--- config.mk ---
export PLATFORM = sky130hd
export DESIGN_NAME = pairwise_segment_intersection
export DESIGN_NICKNAME = d
export VERILOG_FILES = /design/src/psi_pkg.sv /design/src/psi_ram.sv /design/src/psi_div.sv /design/src/pairwise_segment_intersection.sv
export SDC_FILE = /design/constraint.sdc
export NUM_CORES = 2
export LEC_CHECK = 0
export BUFFER_PORTS_ARGS = -buffer_cell sky130_fd_sc_hd__buf_2
export CORE_MARGIN = 2
export CORE_UTILIZATION = 48
export DETAILED_ROUTE_END_ITERATION = 8
export GPL_ROUTABILITY_DRIVEN = 0
export SLEW_MARGIN = 20
export SYNTH_ARGS = -nofsm -noshare
export SYNTH_HDL_FRONTEND = slang
export SYNTH_HIERARCHICAL = 1
export SYNTH_SLANG_ARGS = --single-unit
--- constraint.sdc ---
create_clock -name clock -period 22 [get_ports clock]
set_input_delay 2.2 -clock clock [delete_from_list [all_inputs] [get_ports clock]]
set_output_delay 2.2 -clock clock [all_outputs]
set_load 0.1 [all_outputs]
--- src/psi_pkg.sv ---
// Shared types for the pairwise segment intersection block.
package psi_pkg;

   // Sequencer states of the pair walk
   typedef enum logic [3:0] {
      S_IDLE,
      S_RDI,
      S_LATI,
      S_RDJ,
      S_LATJ,
      S_DIFF,
      S_MUL,
      S_SUB,
      S_TEST,
      S_MPT,
      S_PREP,
      S_DIV,
      S_EMIT,
      S_NEXT,
      S_END
   } state_type;

   // Number of cross products formed for one pair
   localparam int unsigned NUM_PRODUCTS = 6;

endpackage

--- src/psi_ram.sv ---
// Generic single-write, single-read synchronous RAM with registered read data.
module psi_ram #(
   parameter int WIDTH = 64,
   parameter int DEPTH = 8
) (
   input  logic                     clock,
   input  logic                     wr_en,
   input  logic [$clog2(DEPTH)-1:0] wr_addr,
   input  logic [WIDTH-1:0]         wr_data,
   input  logic [$clog2(DEPTH)-1:0] rd_addr,
   output logic [WIDTH-1:0]         rd_data
);

   logic [WIDTH-1:0] mem_ff [DEPTH];
   logic [WIDTH-1:0] rd_data_ff;

   // Write port and registered read port
   always_ff @(posedge clock) begin
      if (wr_en) begin
         mem_ff[wr_addr] <= wr_data;
      end
      rd_data_ff <= mem_ff[rd_addr];
   end

   assign rd_data = rd_data_ff;

endmodule

--- src/psi_div.sv ---
// Restoring divider, one quotient bit per cycle, for quotients below 2**QW.
module psi_div #(
   parameter int NW = 54,
   parameter int QW = 18
) (
   input  logic          clock,
   input  logic          reset,
   input  logic          start,
   input  logic [NW-1:0] num,
   input  logic [NW-1:0] dsr,
   output logic [QW-1:0] quot,
   output logic          done
);

   localparam int CNTW = $clog2(QW + 1);

   logic [NW-1:0]   rem_ff, rem_in;
   logic [NW-1:0]   dsh_ff, dsh_in;
   logic [QW-1:0]   quot_ff, quot_in;
   logic [CNTW-1:0] cnt_ff, cnt_in;
   logic            run_ff, run_in;
   logic            done_ff, done_in;
   logic            ge;

   assign ge = rem_ff >= dsh_ff;

   // Load on start, then subtract the shifted divisor where it fits
   always_comb begin
      rem_in  = rem_ff;
      dsh_in  = dsh_ff;
      quot_in = quot_ff;
      cnt_in  = cnt_ff;
      run_in  = run_ff;
      done_in = 1'b0;
      if (start) begin
         rem_in  = num;
         dsh_in  = dsr << (QW - 1);
         quot_in = '0;
         cnt_in  = CNTW'(QW);
         run_in  = 1'b1;
      end else if (run_ff) begin
         if (ge) begin
            rem_in = rem_ff - dsh_ff;
         end
         quot_in = {quot_ff[QW-2:0], ge};
         dsh_in  = dsh_ff >> 1;
         cnt_in  = cnt_ff - 1'b1;
         if (cnt_ff == CNTW'(1)) begin
            run_in  = 1'b0;
            done_in = 1'b1;
         end
      end
   end

   always_ff @(posedge clock) begin
      if (reset) begin
         run_ff  <= 1'b0;
         done_ff <= 1'b0;
         cnt_ff  <= '0;
      end else begin
         run_ff  <= run_in;
         done_ff <= done_in;
         cnt_ff  <= cnt_in;
      end
      rem_ff  <= rem_in;
      dsh_ff  <= dsh_in;
      quot_ff <= quot_in;
   end

   assign quot = quot_ff;
   assign done = done_ff;

endmodule

--- src/pairwise_segment_intersection.sv ---
// Top level: segment store, pair walk sequencer and intersection datapath.
//
//  channel  | ports                          | handshake
//  ---------+--------------------------------+-------------------------------
//  request  | req_start_x .. req_end_of_set  | taken when start && !busy
//  result   | rsp_found .. rsp_last_result   | rsp_valid, one cycle, no stall
//
// A request without end_of_set stores its segment (or sets the drop flag when full) and leaves busy low.
// An end_of_set request walks all pairs: each pair reads both segments, forms
// the differences and the cross products on the shared multiplier and tests
// them; each hit then takes the two rounding divisions on the serial divider;
// the end marker follows the last pair.
// Reset empties the store at once (count and drop flag cleared), no sweep.
// The receiver cannot stall; every result is shown for exactly one cycle.
module pairwise_segment_intersection
   import psi_pkg::*;
#(
   parameter int MAX_SEGMENTS = 8,
   parameter int COORD_WIDTH  = 16
) (
   input  logic                          clock,
   input  logic                          reset,
   input  logic                          start,
   output logic                          busy,
   input  logic signed [COORD_WIDTH-1:0] req_start_x,
   input  logic signed [COORD_WIDTH-1:0] req_start_y,
   input  logic signed [COORD_WIDTH-1:0] req_end_x,
   input  logic signed [COORD_WIDTH-1:0] req_end_y,
   input  logic                          req_end_of_set,
   output logic                          rsp_valid,
   output logic                          rsp_found,
   output logic signed [15:0]            rsp_point_x,
   output logic signed [15:0]            rsp_point_y,
   output logic [2:0]                    rsp_first_index,
   output logic [2:0]                    rsp_second_index,
   output logic                          rsp_overflow,
   output logic                          rsp_last_result
);

   localparam int W    = COORD_WIDTH;
   localparam int AW   = $clog2(MAX_SEGMENTS);
   localparam int CW   = $clog2(MAX_SEGMENTS + 1);
   localparam int DW   = W + 1;
   localparam int PRW  = 2 * W + 2;
   localparam int SW   = 2 * W + 3;
   localparam int MW   = DW + SW;
   localparam int NW   = 3 * W + 6;
   localparam int QW   = W + 2;
   localparam int RW   = (W + 3 > 16) ? W + 3 : 16;
   localparam int STW  = $clog2(NUM_PRODUCTS);

   state_type state_ff, state_in;

   logic [CW-1:0]  count_ff;
   logic           dropped_ff;
   logic [CW-1:0]  i_ff, j_ff;
   logic [STW-1:0] step_ff;
   logic           axis_ff;
   logic           neg_ff;

   logic signed [W-1:0]   si_x_ff, si_y_ff, ei_x_ff, ei_y_ff;
   logic signed [W-1:0]   sj_x_ff, sj_y_ff, ej_x_ff, ej_y_ff;
   logic signed [DW-1:0]  ax_ff, ay_ff, bx_ff, by_ff, cx_ff, cy_ff;
   logic signed [PRW-1:0] prod_ff [NUM_PRODUCTS];
   logic signed [SW-1:0]  den_ff, na_ff, nb_ff;
   logic signed [MW-1:0]  big_ff;
   logic signed [15:0]    px_ff;

   logic                  rsp_valid_ff, rsp_found_ff, rsp_overflow_ff, rsp_last_ff;
   logic signed [15:0]    rsp_x_ff, rsp_y_ff;
   logic [2:0]            rsp_i_ff, rsp_j_ff;

   logic                  accept;
   logic                  has_room;
   logic [CW-1:0]         count_after;
   logic                  ram_wr;
   logic [AW-1:0]         rd_addr;
   logic [4*W-1:0]        rd_data;
   logic signed [DW-1:0]  mul_a;
   logic signed [SW-1:0]  mul_b;
   logic signed [MW-1:0]  mul_p;
   logic                  div_start;
   logic                  div_done;
   logic [QW-1:0]         quot;
   logic [MW-1:0]         mag;
   logic [NW-1:0]         div_num, div_dsr;
   logic                  hit;
   logic                  more_j, more_i;
   logic signed [RW-1:0]  q_signed, pt_sum;
   logic signed [SW-1:0]  den_raw, na_raw, nb_raw;

   assign busy        = state_ff != S_IDLE;
   assign accept      = start && !busy;
   assign has_room    = count_ff < CW'(MAX_SEGMENTS);
   assign count_after = has_room ? count_ff + 1'b1 : count_ff;
   assign ram_wr      = accept && has_room;

   assign more_j = ({1'b0, j_ff} + 1'b1) < {1'b0, count_ff};
   assign more_i = ({1'b0, i_ff} + 2'd2) < {1'b0, count_ff};

   // Segment store: {start_x, start_y, end_x, end_y}
   psi_ram #(
      .WIDTH(4 * W),
      .DEPTH(MAX_SEGMENTS)
   ) u_store (
      .clock   (clock),
      .wr_en   (ram_wr),
      .wr_addr (count_ff[AW-1:0]),
      .wr_data ({req_start_x, req_start_y, req_end_x, req_end_y}),
      .rd_addr (rd_addr),
      .rd_data (rd_data)
   );

   // Rounding division: (2|n| + den) / (2 den)
   assign mag     = neg_ff ? MW'(-big_ff) : MW'(big_ff);
   assign div_num = (NW'(mag) << 1) + NW'($unsigned(den_ff));
   assign div_dsr = NW'($unsigned(den_ff)) << 1;

   psi_div #(
      .NW(NW),
      .QW(QW)
   ) u_div (
      .clock (clock),
      .reset (reset),
      .start (div_start),
      .num   (div_num),
      .dsr   (div_dsr),
      .quot  (quot),
      .done  (div_done)
   );

   // Shared multiplier
   assign mul_p = mul_a * mul_b;

   // Cross-product differences and sign fix of the determinants
   assign den_raw = SW'(prod_ff[0]) - SW'(prod_ff[1]);
   assign na_raw  = SW'(prod_ff[2]) - SW'(prod_ff[3]);
   assign nb_raw  = SW'(prod_ff[4]) - SW'(prod_ff[5]);

   assign hit = (den_ff != '0) && (na_ff >= 0) && (na_ff <= den_ff)
                && (nb_ff >= 0) && (nb_ff <= den_ff);

   // Point coordinate: start plus signed rounded quotient
   assign q_signed = RW'(signed'({1'b0, quot}));
   assign pt_sum   = (axis_ff ? RW'(si_y_ff) : RW'(si_x_ff))
                     + (neg_ff ? -q_signed : q_signed);

   // Next state
   always_comb begin
      state_in = state_ff;
      unique case (state_ff)
         S_IDLE: begin
            if (accept && req_end_of_set) begin
               state_in = (count_after < CW'(2)) ? S_END : S_RDI;
            end
         end
         S_RDI:  state_in = S_LATI;
         S_LATI: state_in = S_LATJ;
         S_RDJ:  state_in = S_LATJ;
         S_LATJ: state_in = S_DIFF;
         S_DIFF: state_in = S_MUL;
         S_MUL: begin
            if (step_ff == STW'(NUM_PRODUCTS - 1)) begin
               state_in = S_SUB;
            end
         end
         S_SUB:  state_in = S_TEST;
         S_TEST: state_in = hit ? S_MPT : S_NEXT;
         S_MPT:  state_in = S_PREP;
         S_PREP: state_in = S_DIV;
         S_DIV: begin
            if (div_done) begin
               state_in = axis_ff ? S_EMIT : S_MPT;
            end
         end
         S_EMIT: state_in = S_NEXT;
         S_NEXT: begin
            if (more_j) begin
               state_in = S_RDJ;
            end else if (more_i) begin
               state_in = S_RDI;
            end else begin
               state_in = S_END;
            end
         end
         S_END:  state_in = S_IDLE;
         default: state_in = S_IDLE;
      endcase
   end

   // Outputs of the sequencer: read address, multiplier operands, divider start
   always_comb begin
      rd_addr   = j_ff[AW-1:0];
      mul_a     = ax_ff;
      mul_b     = SW'(by_ff);
      div_start = 1'b0;
      unique case (state_ff)
         S_RDI: rd_addr = i_ff[AW-1:0];
         S_MUL: begin
            case (step_ff)
               STW'(0): begin mul_a = ay_ff; mul_b = SW'(bx_ff); end
               STW'(1): begin mul_a = ax_ff; mul_b = SW'(by_ff); end
               STW'(2): begin mul_a = by_ff; mul_b = SW'(cx_ff); end
               STW'(3): begin mul_a = bx_ff; mul_b = SW'(cy_ff); end
               STW'(4): begin mul_a = ax_ff; mul_b = SW'(cy_ff); end
               default: begin mul_a = ay_ff; mul_b = SW'(cx_ff); end
            endcase
         end
         S_MPT: begin
            mul_a = axis_ff ? ay_ff : ax_ff;
            mul_b = na_ff;
         end
         S_PREP: div_start = 1'b1;
         default: ;
      endcase
   end

   // Control registers
   always_ff @(posedge clock) begin
      if (reset) begin
         state_ff     <= S_IDLE;
         count_ff     <= '0;
         dropped_ff   <= 1'b0;
         rsp_valid_ff <= 1'b0;
      end else begin
         state_ff     <= state_in;
         rsp_valid_ff <= (state_ff == S_EMIT) || (state_ff == S_END);
         if (accept) begin
            count_ff <= count_after;
            if (!has_room) begin
               dropped_ff <= 1'b1;
            end
         end
         if (state_ff == S_END) begin
            count_ff   <= '0;
            dropped_ff <= 1'b0;
         end
      end
   end

   // Datapath and loop registers
   always_ff @(posedge clock) begin
      case (state_ff)
         S_IDLE: begin
            i_ff <= '0;
            j_ff <= CW'(1);
         end
         S_LATI: {si_x_ff, si_y_ff, ei_x_ff, ei_y_ff} <= rd_data;
         S_LATJ: {sj_x_ff, sj_y_ff, ej_x_ff, ej_y_ff} <= rd_data;
         S_DIFF: begin
            ax_ff   <= DW'(ei_x_ff) - DW'(si_x_ff);
            ay_ff   <= DW'(ei_y_ff) - DW'(si_y_ff);
            bx_ff   <= DW'(sj_x_ff) - DW'(ej_x_ff);
            by_ff   <= DW'(sj_y_ff) - DW'(ej_y_ff);
            cx_ff   <= DW'(si_x_ff) - DW'(sj_x_ff);
            cy_ff   <= DW'(si_y_ff) - DW'(sj_y_ff);
            step_ff <= '0;
         end
         S_MUL: begin
            prod_ff[step_ff] <= mul_p[PRW-1:0];
            step_ff          <= step_ff + 1'b1;
         end
         S_SUB: begin
            den_ff <= (den_raw < 0) ? -den_raw : den_raw;
            na_ff  <= (den_raw < 0) ? -na_raw  : na_raw;
            nb_ff  <= (den_raw < 0) ? -nb_raw  : nb_raw;
         end
         S_TEST: axis_ff <= 1'b0;
         S_MPT: begin
            big_ff <= mul_p;
            neg_ff <= mul_p < 0;
         end
         S_DIV: begin
            if (div_done) begin
               if (axis_ff) begin
                  rsp_y_ff <= pt_sum[15:0];
               end else begin
                  px_ff <= pt_sum[15:0];
               end
               axis_ff <= 1'b1;
            end
         end
         S_EMIT: begin
            rsp_found_ff    <= 1'b1;
            rsp_x_ff        <= px_ff;
            rsp_i_ff        <= 3'(i_ff);
            rsp_j_ff        <= 3'(j_ff);
            rsp_overflow_ff <= 1'b0;
            rsp_last_ff     <= 1'b0;
         end
         S_NEXT: begin
            if (more_j) begin
               j_ff <= j_ff + 1'b1;
            end else begin
               i_ff <= i_ff + 1'b1;
               j_ff <= i_ff + CW'(2);
            end
         end
         S_END: begin
            rsp_found_ff    <= 1'b0;
            rsp_x_ff        <= '0;
            rsp_y_ff        <= '0;
            rsp_i_ff        <= '0;
            rsp_j_ff        <= '0;
            rsp_overflow_ff <= dropped_ff;
            rsp_last_ff     <= 1'b1;
         end
         default: ;
      endcase
   end

   assign rsp_valid        = rsp_valid_ff;
   assign rsp_found        = rsp_found_ff;
   assign rsp_point_x      = rsp_x_ff;
   assign rsp_point_y      = rsp_y_ff;
   assign rsp_first_index  = rsp_i_ff;
   assign rsp_second_index = rsp_j_ff;
   assign rsp_overflow     = rsp_overflow_ff;
   assign rsp_last_result  = rsp_last_ff;

endmodule

### Word-level counts from Yosys, hierarchy flattened

Memory sizes are Yosys's and may differ from the RTL's. A register that Yosys moved wholly into a read port is not among the register bits.
Cells that the tools add are included.

| word-level totals | value |
|---|---|
| input port bits | 68 |
| logic and storage cells | 197 |
| memories | 2 |
| latch bits | 0 |
| memory bits (read-only) | 0 |
| memory bits (writable) | 716 |
| register bits | 597 |

| operators by class | value |
|---|---|
| $mul | 1 |
| $lt $le $gt $ge | 11 |
| muxes and demuxes | 54 |
| add/sub/neg operators | 25 |
| reduce and logical (&&, ||, !) cells | 33 |
| bitwise logic cells | 3 |
| shift-type cells | 0 |
| div/mod/pow operators | 0 |
| eq/ne operators | 25 |

Memories:

| name | depth | width | read ports | clocked after memory_dff | wr ports | RTL line | source |
|---|---|---|---|---|---|---|---|
| u_store.mem_ff | 8 | 64 | 1 | 1 | 1 | psi_ram.sv:14 | `logic [WIDTH-1:0] mem_ff [DEPTH];` |
| prod_ff | 6 | 34 | 6 | 0 | 1 | pairwise_segment_intersection.sv:64 | `logic signed [PRW-1:0] prod_ff [NUM_PRODUCTS];` |

Operator list:

| operator | number |
|---|---|
| two-way mux 54 bit | 3 |
| two-way mux 53 bit | 2 |
| two-way mux 35 bit | 3 |
| negator 35 bit | 3 |
| one-hot mux 35 bit (3 select lines) | 1 |
| subtractor 34 x 34 -> 35 bit | 3 |
| subtractor 16 x 16 -> 17 bit | 6 |
| >= comparator 35 x 1 -> 1 bit (second input constant) | 2 |
| less-or-equal comparator 35 bit | 2 |
| one-hot mux 35 bit (2 select lines) | 1 |
| two-way mux 16 bit | 4 |
| one-hot mux 16 bit (2 select lines) | 2 |
| adder 53 x 35 -> 54 bit | 1 |
| >= comparator 54 x 53 -> 1 bit | 1 |
| subtractor 54 x 53 -> 54 bit | 1 |
| < comparator 52 x 1 -> 1 bit (second input constant) | 1 |
| multiplier 17 x 35 -> 52 bit | 1 |
| two-way mux 52 bit | 1 |
| negator 52 bit | 1 |
| one-hot mux 4 bit (13 select lines) | 1 |
| one-hot mux 17 bit (3 select lines) | 1 |
| two-way mux 4 bit | 9 |
| < comparator 35 x 1 -> 1 bit (second input constant) | 1 |
| nonzero test 35 bit | 1 |
| 41 further kinds | 100 |

### Depth between registers and ports, before layout

| logic depth | value |
|---|---|
| depth after elaboration | 7 |
| gate-level depth with buffers | 36 |
| depth with buffers taken out | 33 |

### Cells and area by module

The synthesis kept the hierarchy.

Modules (own cells, without submodules):

| module | times used | area each (um^2) | sequential area each (um^2) | cells each |
|---|---|---|---|---|
| pairwise_segment_intersection | 1 | 61177.4 | 20019.2 | 6180 |
| psi_ram | 1 | 20547.2 | 16656.0 | 816 |
| psi_div | 1 | 9012.4 | 3573.4 | 1018 |

### Worst setup path after synthesis

Ideal clock, no wire load.

| timing path | value |
|---|---|
| path kind | reg2reg |
| from | register state_ff[2] |
| to | register big_ff[50] (data pin) |
| stages on the path, launching flop included | 32 |
| setup time | 0.260 ns |
| period minus slack after synthesis | 9.599 ns |
| arrival | 9.339 ns |
| setup slack | 12.401 ns |
| data required time | 21.740 ns |
| cell sequence | dfxtp_1 clkbuf_1 inv_1 nand2_1 nor2_1 clkbuf_1 clkbuf_1 nand2_1 a21oi_1 nand2_1 fa_1 fa_1 fa_1 inv_1 fa_1 fa_1 inv_1 fa_1 inv_1 ha_1 clkbuf_1 nand3_1 nor3_1 and3_1 a32o_1 a2111oi_0 o221ai_1 a31oi_1 o31ai_1 o31a_1 mux2i_1 nand2_1 |

| on the way | value |
|---|---|
| longest elaborated chain between the ends | 3 |

RTL lines:

| item | RTL line | source |
|---|---|---|
| start: declaration | pairwise_segment_intersection.sv:52 | `state_type state_ff, state_in;` |
| start signal: assignment | pairwise_segment_intersection.sv:226 | `state_ff <= state_in;` |
| equality test 4 bit or equality test 4 x 3 -> 1 bit (tied branches) | pairwise_segment_intersection.sv:197 | `unique case (state_ff)` |
| one-hot mux 17 bit (2 select lines) or one-hot mux 35 bit (2 select lines) (tied branches) | pairwise_segment_intersection.sv:197 |  |
| multiplier 17 x 35 -> 52 bit (*) | pairwise_segment_intersection.sv:133 | `assign mul_p = mul_a * mul_b;` |
| net mul_p[50] | pairwise_segment_intersection.sv:81 | `logic signed [MW-1:0] mul_p;` |
| end signal: assignment | pairwise_segment_intersection.sv:270 | `big_ff <= mul_p;` |
| end: declaration | pairwise_segment_intersection.sv:66 | `logic signed [MW-1:0] big_ff;` |

The timed path passes the listed nets; every way through them passes the cells marked *.
A chain may end at the register's enable or synchronous reset.

### Worst setup path after layout

| timing path | value |
|---|---|
| from | register state_ff[0] |
| to | register big_ff[50] (data pin) |

The elaborated chain is that of the path after synthesis.

==> flow_summary.yaml <==
worst_setup_path:
  cp_data_required_time_ns: 22.54
  cp_data_arrival_time_ns: 11.57
  cpMaxStageDelayCell: "a2111oi_0"
  r2r_start: "state_ff[0]"
  slowest_delay_ns: 0.85
  cp_max_fo: 56
  critPathMostFrequentCell: "fa_1"
  crit_type: "flop to flop"
  reg2reg_to: "big_ff[50]"
  r2r_setup_slack_ns: 10.97
  crit_path_start_kind: "flop"
  crit_path_end_kind: "flop"
  reg2regPathDepth: 30
routing:
  drt_iter0_markers: 5664
  vias: 61684
  ant_nets: 0
  drt_first_pass_iters: 9
  routed_wl_mm: 249
  routedWlPerCell_um: 23.3
  vias_per_cell: 5.76
  drc: 1
run:
  max-cap-violations: 0
sta:
  setup_viol: 0
  rsz0062_at_grt: "false"
  tightest_slew_ns: 1.19
  max-slew-margin-rel_pct: 20.7
  period_minus_slack_ns: 11.03
  hold_viol: 0
  final_max_slew_viol_count: 0
  finalClockSkew_ns: 0.0827
  final.setup.tns_ns: 0
  timing.final.crit_share_pct: 50.1
  max_freq_ghz: 0.0907
finish:
  layout_common_cells: "1263 x edfxtp_1, 1047 x inv_1, 680 x nor2_1"
  final_common_cell: "edfxtp_1"
  layout.nets: 9252
  area_delta_synth_final_pct: 9.83
  drive_gt1_share_pct: 9.37
synth:
  synth_area_per_cell_sq_um: 11.3
  synthCells: 8008
  syn_area_sq_um: 90700
  yosys_warnings: 6
status:
  outcome: "finished, violations left"
  violations: "design-rule violations"
clock_tree:
  tritoncts: "done"
  postCtsSetupBuffers: 0
  root_buffer: "clkbuf_16"
  clk_pin_slew_worst_paths_ns: 0.06
  worst_skew_pair.late_latency_ns: 0.82
  cts_hold_buf: 0
  cts_buffers: 152
  cts_max_path_buffers: 3
  cts.sinks: 1377
  cts_resized: 0
  htreeDepth: 4
min_path:
  hold_start: "u_store/rd_data[32]"
  hold_depth: 0
  min_delay_worst_endpoint: "si_y_ff[0]"
  hp-class: "flop to flop"
placement:
  post-dp-hpwl_mm: 188
  portBuffers: 110
floorplanning:
  die_x_um: 439
  core_sq_um: 188000
  dieArea_sq_um: 192000
  dieHeight_um: 439
  start_util_pct: 48.3
  rows: 159
  pin_count: 111
global_route:
  grt.total_usage_pct: 25.8
  use_met2_pct: 43.3
  grt_max_degree: 84
  overflow: 0
  grt_pass1_vias: 61594
  grt_use_met1_pct: 33.4
  grt_most_used_layer: "met2"
  grt_pass1_wl_mm: 377
  antenna_found_initial: 12
  grt_util_met3_pct: 4.19
-- metrics by stage --
step	hold slack (ns)	setup WS, ns	instance area, sq um	util, %	std cells
after floorplan	0.404	12.40	90700	-	8010
after global placement	0.410	11.34	94200	50.2	10432
after detailed placement	0.413	11.20	94300	50.2	10432
after CTS	0.427	11.11	99500	53.0	10710
after global routing	0.440	10.42	99600	53.0	10711
final	0.431	10.97	99600	53.0	10714
-- layer usage --
layer / part of all wire, % / routed length (um)
met5: 0.045 / 113
met4: 4.1 / 10200
met3: 6.5 / 16200
met2: 48 / 120000
met1: 41 / 102000
-- sequential cells by signal (all words and copies together) (netlist names), 17 cells and up --
name / count
ax_ff: 17
ay_ff: 17
big_ff: 51
bx_ff: 17
by_ff: 17
cx_ff: 17
cy_ff: 17
den_ff: 35
na_ff: 35
nb_ff: 35
prod_ff: 204
u_div/dsh_ff: 54
u_div/rem_ff: 54
u_store/mem_ff: 512
u_store/rd_data: 64
-- worst max-delay path: cells and delay by family (launching register included) --
| family | cells | cell delay [ns] |
|---|---|---|
| buffers and inverters | 6 | 1.94 |
| multiplexers | 1 | 0.15 |
| AO/OA/AOI/OAI | 7 | 2.88 |
| flip-flops | 1 | 0.57 |
| AND/OR/NAND/NOR | 9 | 1.54 |
| adder cells (fa/ha/maj) | 7 | 3.63 |
-- how the worst max path moves through the flow --
stage                           start         end  slack (ns)  cells after the start
after CTS                 state_ff[0]  big_ff[45]       11.11                     30
after global placement    state_ff[0]  big_ff[45]       11.34                     29
after floorplan           state_ff[2]  big_ff[50]       12.40                     31
final                     state_ff[0]  big_ff[50]       10.97                     30
after detailed placement  state_ff[0]  big_ff[45]       11.20                     30
after global routing      state_ff[0]  big_ff[45]       10.42                     29
-- final cells by class --
type                    instances  area [sq um]
inverters                    1048          3930
repair buffers                208          1300
fillers                     16333         88200
flip-flops and latches       1377         40200
clock buffers                 184          4130
clock inverters                94          1150
multi-input cells            5305         45700
diodes                          3          7.51
well taps                    2495          3120
Power is not shown: default switching activity piles up to over one toggle a cycle in this logic, so the estimate is an artifact.
